## config.mk

```make
export PLATFORM = sky130hd
export DESIGN_NAME = mrc_cell
export DESIGN_NICKNAME = d
export VERILOG_FILES = /design/src/design/mrc_pkg.sv /design/src/design/mrc_cell.sv
export SDC_FILE = /design/constraint.sdc
export NUM_CORES = 1
export LEC_CHECK = 0
export ABC_CLOCK_PERIOD_IN_PS = 11590
export BUFFER_PORTS_ARGS = -buffer_cell sky130_fd_sc_hd__buf_2
export CAP_MARGIN = 20
export CORE_AREA = 4 4 194 196
export CTS_CLUSTER_SIZE = 20
export DETAILED_ROUTE_END_ITERATION = 8
export DIE_AREA = 0 0 198 200
export HOLD_SLACK_MARGIN = 0.12
export PLACE_DENSITY = 0.76
export SYNTH_ARGS = -nofsm -noshare
export SYNTH_HDL_FRONTEND = slang
export SYNTH_SLANG_ARGS = --single-unit
```

## constraint.sdc

```tcl
create_clock -name clk -period 11.59 [get_ports clk]
set_input_delay 1.7385 -clock clk [delete_from_list [all_inputs] [get_ports clk]]
set_output_delay 1.7385 -clock clk [all_outputs]
set_load 0.1 [all_outputs]
```

## src/design/mrc_pkg.sv

```systemverilog
`timescale 1ns / 1ps
`default_nettype none

package mrc_pkg;

  localparam int MaxRegions = 32;

  // widths of the input fields
  localparam int SlotW  = 5;
  localparam int AddrW  = 64;
  localparam int TypeW  = 8;
  localparam int AttrW  = 32;
  localparam int MaskW  = 32;
  localparam int CountW = 6;

  // cell index width, and the width used to compare index, slot and count
  localparam int IdxW = $clog2(MaxRegions + 1);
  localparam int CmpW = (IdxW > CountW) ? IdxW : CountW;
  localparam int TypeSelW = $clog2(MaskW);

  // packed stream words
  localparam int InDataW  = ((SlotW + 2 * AddrW + TypeW + AttrW + MaskW + 7) / 8) * 8;
  localparam int OutDataW = 8;

  // func codes
  localparam logic FuncWrite = 1'b0;
  localparam logic FuncQuery = 1'b1;

  // word travelling down the row of cells
  typedef struct packed {
    logic              query;
    logic [SlotW-1:0]  slot;
    logic [AddrW-1:0]  base;
    logic [AddrW-1:0]  lim;        // base + size, valid when ok
    logic              ok;         // span valid (and count in range for a query)
    logic [MaskW-1:0]  type_bits;  // one-hot region type, zero for large types
    logic [AttrW-1:0]  attrs;
    logic [MaskW-1:0]  mask;
    logic              hit;
  } item_t;

endpackage

`default_nettype wire

```

## src/design/mrc_cell.sv

```systemverilog
`timescale 1ns / 1ps
`default_nettype none

module mrc_cell (
  input  wire                       clk,
  input  wire                       rst,
  input  wire                       adv,
  input  wire  [mrc_pkg::IdxW-1:0]  idx,
  input  wire  [mrc_pkg::CountW-1:0] region_count,
  input  wire                       in_valid,
  input  mrc_pkg::item_t            in_item,
  output logic                      out_valid,
  output mrc_pkg::item_t            out_item
);

  // stored region entry
  logic                          entry_ok;
  logic [mrc_pkg::AddrW-1:0]     entry_base;
  logic [mrc_pkg::AddrW-1:0]     entry_end;
  logic [mrc_pkg::MaskW-1:0]     entry_type_bits;
  logic [mrc_pkg::AttrW-1:0]     entry_attrs;

  logic           slot_sel;
  logic           in_range;
  logic           type_ok;
  logic           attr_ok;
  logic           cover_ok;
  logic           hit_next;
  mrc_pkg::item_t item_next;

  assign slot_sel = mrc_pkg::CmpW'(in_item.slot) == mrc_pkg::CmpW'(idx);
  assign in_range = mrc_pkg::CmpW'(idx) < mrc_pkg::CmpW'(region_count);
  assign type_ok  = (in_item.mask == '0) || ((in_item.mask & entry_type_bits) != '0);
  assign attr_ok  = (entry_attrs & in_item.attrs) == in_item.attrs;
  assign cover_ok = (in_item.base >= entry_base) && (in_item.lim <= entry_end);

  assign hit_next = in_item.hit | (in_item.query & in_item.ok & entry_ok & in_range &
                                   type_ok & attr_ok & cover_ok);

  always_comb begin
    item_next     = in_item;
    item_next.hit = hit_next;
  end

  always_ff @(posedge clk) begin
    if (rst) begin
      out_valid <= 1'b0;
      entry_ok  <= 1'b0;
    end else if (adv) begin
      out_valid <= in_valid;
      if (in_valid && !in_item.query && slot_sel) begin
        entry_ok <= in_item.ok;
      end
    end
  end

  always_ff @(posedge clk) begin
    if (adv) begin
      out_item <= item_next;
      if (in_valid && !in_item.query && slot_sel) begin
        entry_base      <= in_item.base;
        entry_end       <= in_item.lim;
        entry_type_bits <= in_item.type_bits;
        entry_attrs     <= in_item.attrs;
      end
    end
  end

endmodule

`default_nettype wire

```

Word level (Yosys, flattened, before mapping)
Index checks and enable logic that the tools add are counted.
Word-level totals
  register bits after elaboration: 426
  input bits: 248
  output and inout bits: 233
  word-level logic and storage cells: 37
Operators by class
  order comparisons: 3
  equality and inequality tests: 2
  bitwise logic cells: 9
  reduce and logical (&&, ||, !) cells: 8
Operators by type and width (count)
  $and A32 B32 Y32: 2
  $ge A64 B64 Y1: 1
  $le A64 B64 Y1: 1
  $eq A32 B32 Y1: 1
  $logic_not A32 Y1: 1
  $reduce_bool A32 Y1: 1
  $and A1 B1 Y1: 6
  $eq A5 B6 Y1: 1
  $lt A6 B6 Y1: 1
  $logic_and A1 B1 Y1: 3
  $reduce_and A2 Y1: 1
  $logic_not A1 Y1: 1
  $logic_or A1 B1 Y1: 1
  $or A1 B1 Y1: 1

Depth between registers and ports, before layout
Gate-level depths: netlist (run 1).
  word-level depth: 7
  mapped depth: 9
  mapped depth without buffers: 9

Worst setup path after synthesis (run 1)
OpenSTA, ideal clock, no wires.
  kind: input port to flip-flop
  start point: input in_item[227] in the netlist's numbering
  end point: register entry_ok
  library setup time: 0.130 ns
  arrival time: 10.996 ns
  data required time: 11.460 ns
  setup slack: 0.464 ns
  stages on the path: 5
  path buffers: 0
  path through: xor2_1 or4_1 nor2_1 mux2i_1 nor2_1
Between the ends
  longest elaborated chain between the ends: 3
RTL lines
  start: declaration: RTL line mrc_cell.sv:11  | input mrc_pkg::item_t in_item,
  $eq A5 B6 Y1: RTL line mrc_cell.sv:31  | assign slot_sel = mrc_pkg::CmpW'(in_item.slot) == mrc_pkg::CmpW'(idx);
  $logic_and A1 B1 Y1: RTL line mrc_cell.sv:51  | if (in_valid && !in_item.query && slot_sel) begin
  $reduce_and A2 Y1 (no line)
  end signal: assignment: RTL line mrc_cell.sv:52  | entry_ok <= in_item.ok;
  end: declaration: RTL line mrc_cell.sv:17  | logic entry_ok;
Every way passes these cells.
A chain may end at the register's enable or synchronous reset.

Worst setup path after layout (run 1)
  start point: input adv
  end point: register entry_end[53] in the netlist's numbering, enable pin
Between the ends
  longest elaborated chain between the ends: 1
RTL lines
  start: declaration: RTL line mrc_cell.sv:7  | input wire adv,
  $reduce_and A2 Y1 (no line)
  end signal: assignment: RTL line mrc_cell.sv:62  | entry_end <= in_item.lim;
  end: declaration: RTL line mrc_cell.sv:19  | logic [mrc_pkg::AddrW-1:0] entry_end;
Every way passes these cells.

==> reports/qor.yml, run 1 <==
status: "complete, no violations"
cp_max_fo: 82
wl_mm: 40.46
synth_edf_count: 424
dr_total_vias: 10290
power_mw: 3.836
critPathKind: "input port to register"
nNetsFinal: 1911
reg2reg_to: "out_item[0]"
hold_end: "out_valid"
synth_common_cells: "edfxtp_1 (424), inv_1 (169), ha_1 (133)"
drt_iter0_markers: 595
fin_crit_sh: 0.4018
max_freq_ghz: 0.2147
path_buf_inv: 3
dp_slack_ps: 6426
vdd_drop_max_mv: 0.1734
worst_slack_ps: 6933
row_count: 70
synth_ff_type: "edfxtp_1"
wire_per_inst_um: 19.92
netlist-cell-type-count: 39
die_w_um: 198
drive_gt1_frac: 0.3506
power.density_mw_per_mm2: 181.9
ctsResizeCount: 0
startpoint_type: "input port"
stdcell_area_mm2: 0.02110
synth_largest_area_cell: "edfxtp_1"
synth_area_mm2: 0.01667
dr.pass1.iters: 5
ctsHoldBuffers: 0
rsz0062_at_grt: "false"
cts_tree: "built"
io-pin-count: 481
yosysTopAreaCellShare: 0.7636
syn_avg_cell_area_um2: 16.69
coreArea_mm2: 0.03608
routabilityCongestion: 0.8540
cp_common_cell: "buf_4"
reg2reg_slack_ps: 9240
clk_latency_ps: 540
use_met3: 0.05052
fillers: 2772
cts-root-buf: "clkbuf_16"
antenna_found_initial: 5
critical_path_required_ps: 11750
grt_use_met2: 0.3417
whs_path_depth: 2
power_leakage_nw: 9.052
grt_util_all_layers: 0.1948
use_met1: 0.2353
max_stage_delay_ps: 880
htree_levels: 2
synth.top_cells.by_area: "edfxtp_1 (76%), ha_1 (10%), inv_1 (3.8%)"
setup_viol_count_final: 0
grt_pass1_wl_mm: 59.20
dieArea_mm2: 0.03960
start_util: 0.4621
fin_util: 0.5846
path_clk_slew_ps: 60
hp-class: "register to register"
worstSetupEndpointType: "register"
via_per_inst: 5.066
busiest_layer: "met2"
ys_ff_latch: 426
crit_path_top_delay_cell: "buf_4"
cts_buffers: 44
die_y_um: 200
async_flop_share: 0
drc: 0
syn_inst: 999
synth_nets: 1380
reg2reg_depth: 9
cap_violations: 0
period_minus_slack_ps: 4657
hold_path.startpoint: "out_valid"
dpl_cell_area_mm2: 0.01972
placed_cells: 1952
worst_pin_slew_ps: 1047
synth_most_common_cell: "edfxtp_1"
grt.overflow.total: 0
grt_pass1_vias: 10648
finalSetupTns_ps: 0
path_cells: "buf_8 > nand2_1 > or4_1 > nor2_4 > buf_4 > buf_4"
fin_worst_skew_ps: 9.598
portBuffers: 480
final_cells: 2031
timing.slew.headroom: 0.3023
hold-worst-slack_ps: 520.1
postRouteAntennaNets: 0
postCtsSetupRepairBufs: 0
synth-seq-area-share: 0.7660
cp_top_family: "buffers and inverters"
final_hold_viol_count: 0
grt_max_degree: 83
syn_to_final_growth_pct: 26.52
arrival_ps: 4810
r2r_start: "entry_end[30]"
cts.sinks: 426
clockBufferDepth: 3
slew_viol_final: 0
yosysWarningCount: 0
dp_hpwl_mm: 30.82
## sequential cells by signal (all words and copies together) (netlist names)
register / flops
entry_type_bits: 32
entry_base: 64
out_item: 232
entry_end: 64
entry_attrs: 32
out_valid: 1
entry_ok: 1
## cell type report
| type | count | area, um2 | share of cell area |
|---|---|---|---|
| inverters | 169 | 634.4 | 0.03007 |
| well taps | 468 | 585.6 | 0.02776 |
| clock buffers | 61 | 1216 | 0.05765 |
| repair buffers | 485 | 2450 | 0.1161 |
| multi-input cells | 404 | 3274 | 0.1552 |
| clock inverters | 15 | 155.1 | 0.007355 |
| diodes | 3 | 7.507 | 0.0003559 |
| flip-flops and latches | 426 | 12770 | 0.6055 |
## worst max path at each step
stage / cells past startpoint / slack [ps] / start / end
finish: 6 / 6930 / adv / entry_end[53]
global route: 6 / 6810 / adv / entry_end[54]
CTS: 6 / 7000 / adv / entry_end[62]
detailed placement: 6 / 6430 / adv / entry_end[53]
global placement: 6 / 6520 / adv / entry_end[52]
floorplan: 5 / 460 / in_item[227] / entry_ok
## cell usage in the layout (no fill, tap or decap), types with 2 or more instances in the layout
master     instances
buf_2            479
and3_1             2
xnor2_1            4
nand3_1           14
edfxtp_1         424
clkbuf_16         45
ha_1             133
nand2b_1           3
nor4_1            15
a211o_1            2
a22o_1             8
o211ai_1           2
a21o_1            16
a31oi_1            2
a221oi_1          15
clkbuf_8           3
clkinv_2           5
inv_1            169
buf_4              5
clkbuf_1          13
nand4_1           24
bufinv_16          3
nor3_1            10
o22ai_1           13
diode_2            3
dfxtp_1            2
a211oi_1           6
nor2_1            13
clkinv_1           4
a21oi_1           49
o21ai_0           18
nand2_1           38
## worst min-delay path, stage by stage, from the launching register on
cell and delay (ps):
dfxtp_1 320, nand2b_1 90, a21oi_1 70
## per-layer routing
layer,wire [um],up-vias
li1,-,4846
met1,15240,4937
met2,20560,423
met3,3479,76
met4,1128,8
met5,55,-
## cell families (layout without fill, tap and decap cells)
| group | after synthesis | count (layout) | synth area share |
|---|---|---|---|
| flops | 426 | 426 | 0.7660 |
| buf+inv | 169 | 730 | 0.03805 |
| compound gates | 141 | 141 | 0.05561 |
| simple gates | 124 | 124 | 0.03730 |
| xor+xnor | 5 | 5 | 0.002626 |
| other cells | 0 | 3 | 0 |
| mux | 1 | 1 | 0.0006004 |
| fa+ha+maj | 133 | 133 | 0.09981 |
## report_power, final
part           internal (mW)  switching, mW  total, mW
Clock                  0.798          0.552       1.35
Combinational          0.102          0.596      0.698
Sequential              1.77         0.0182       1.79
(Power assumes the default switching activity.)
==> run 2: changes to the inputs <==
Settings changed: ABC_CLOCK_PERIOD_IN_PS 11590 to 4050.
Clock period 11.59 ns to 4.05 ns, I/O delays scaled along.
==> reports/qor.yml, run 2 (synthesized netlist as in run 1, its figures left out) <==
p_clk_frac: 0.340
grt_pass1_wl_mm: 59.91
final_hold_viol_count: 0
power_leakage_nw: 9.060
ctsResizeCount: 0
dieArea_mm2: 0.03960
grt_pass1_vias: 10573
fin_worst_skew_ps: 10.78
power_switching_share: 0.3121
cts_buffers: 43
critical_path_required_ps: 4340
htree_levels: 2
reg2reg_depth: 9
cp-startpoint: "entry_end[30]"
worst_pin_slew_ps: 1044
startpoint_type: "register"
cts_tree: "built"
setup_viol_count_final: 0
hold-worst-slack_ps: 239.3
p_seq_frac: 0.475
portBuffers: 480
dpl_cell_area_mm2: 0.01984
wire_per_inst_um: 20.03
wl_mm: 40.87
final_cells: 2041
reg2reg_slack_ps: 1660
cp_max_fo: 3
finalSetupTns_ps: 0
start_util: 0.4621
drc: 0
postCtsSetupRepairBufs: 0
coreArea_mm2: 0.03608
arrival_ps: 2680
period_minus_slack_ps: 2388
status: "complete, no violations"
io-pin-count: 481
reg.largest.list: "out_item: 232 flops, entry_base: 64 flops, entry_end: 64 flops"
p_switching_mw: 3.366
clk_latency_ps: 550
cts-root-buf: "clkbuf_16"
fin_util: 0.5857
path_clk_slew_ps: 60
clockBufferDepth: 3
r2r_start: "entry_end[30]"
ff_latch_area_mm2: 0.01277
die_w_um: 198
max_freq_ghz: 0.4188
dr_total_vias: 10426
cts.sinks: 426
p_int_mw: 7.419
placed_cells: 1961
drt_iter0_markers: 583
via_per_inst: 5.108
grt.overflow.total: 0
cap_violations: 0
syn_to_final_growth_pct: 26.75
endpoint: "out_item[0]"
power.density_mw_per_mm2: 510.3
nNetsFinal: 1919
largest_register: "out_item"
postRouteAntennaNets: 0
grt_util_all_layers: 0.1988
grt_max_degree: 78
die_y_um: 200
vdd_drop_max_mv: 0.4068
hp-class: "input port to register"
worst_slack_ps: 1662
largest_register_ffs: 232
dr.pass1.iters: 6
stdcell_area_mm2: 0.02113
power_mw: 10.78
final_cell_mix: "buf_2 (479), edfxtp_1 (424), inv_1 (169), ha_1 (133), a21oi_1 (49)"
dp_slack_ps: 1174
final_common_cell: "buf_2"
pwr-share-comb: 0.186
routabilityCongestion: 0.9009
multi_input_area_mm2: 0.003278
timing.slew.headroom: 0.3042
worstSetupEndpointType: "register"
antenna_found_initial: 7
dp_hpwl_mm: 31.48
slew_viol_final: 0
fin_crit_sh: 0.5896
ctsHoldBuffers: 0
drive_gt1_frac: 0.3516
row_count: 70
rsz0062_at_grt: "false"
reg2reg_to: "out_item[0]"
fillers: 2781
critPathKind: "register to register"
## run 2: cell count changes in the layout (fill, tap and decap cells not counted), sizes merged
cell,delta
clkinvlp,+2
bufinv,-2
clkinv,+7
inv,+1
clkbuf,-7
buf,+9
## run 2: per-layer routing
| layer | up-vias | wire, um | track usage |
|---|---|---|---|
| li1 | 4881 | - | - |
| met1 | 4967 | 15350 | 0.2404 |
| met2 | 458 | 20310 | 0.3414 |
| met3 | 110 | 3533 | 0.05841 |
| met4 | 10 | 1615 | 0.07320 |
| met5 | - | 60 | 0 |
## run 2: worst max-delay path: stages (launching register included)
cell,delay (ps)
edfxtp_1,320
inv_1,40
ha_1,300
nand4_1,110
nor3_1,320
nand2_1,90
nor3_1,280
a21oi_1,130
nor4_1,430
nor4_1,100
## run 2: worst min path at each step
| stage | slack [ps] | startpoint | to | cells past startpoint |
|---|---|---|---|---|
| 6_report | 240 | in_item[72] | out_item[72] | 1 |
| 5_1_grt | 200 | in_item[72] | entry_type_bits[7] | 1 |
| 4_1_cts | 200 | in_item[70] | out_item[70] | 1 |
| 3_5_place_dp | 490 | entry_ok | entry_ok | 2 |
| 3_3_place_gp | 480 | entry_ok | entry_ok | 2 |
| 2_1_floorplan | 460 | entry_ok | entry_ok | 2 |
## run 2: final cells by class
cell class,count,area share
well taps,468,0.02771
clock inverters,23,0.007104
diodes,3,0.0003552
multi-input cells,404,0.1551
clock buffers,54,0.05387
repair buffers,494,0.1215
flip-flops and latches,426,0.6043
inverters,169,0.03002
## run 2: power groups by stage
stage / clock network [mW] / registers, mW / logic (mW)
final: 3.66 / 5.12 / 2.00
after global routing: 3.96 / 5.13 / 2.08
after CTS: 3.76 / 5.12 / 2.02
after detailed placement: 0 / 5.21 / 2.01
after global placement: 0 / 5.21 / 1.99
after floorplan: 0 / 6.58 / 0.138
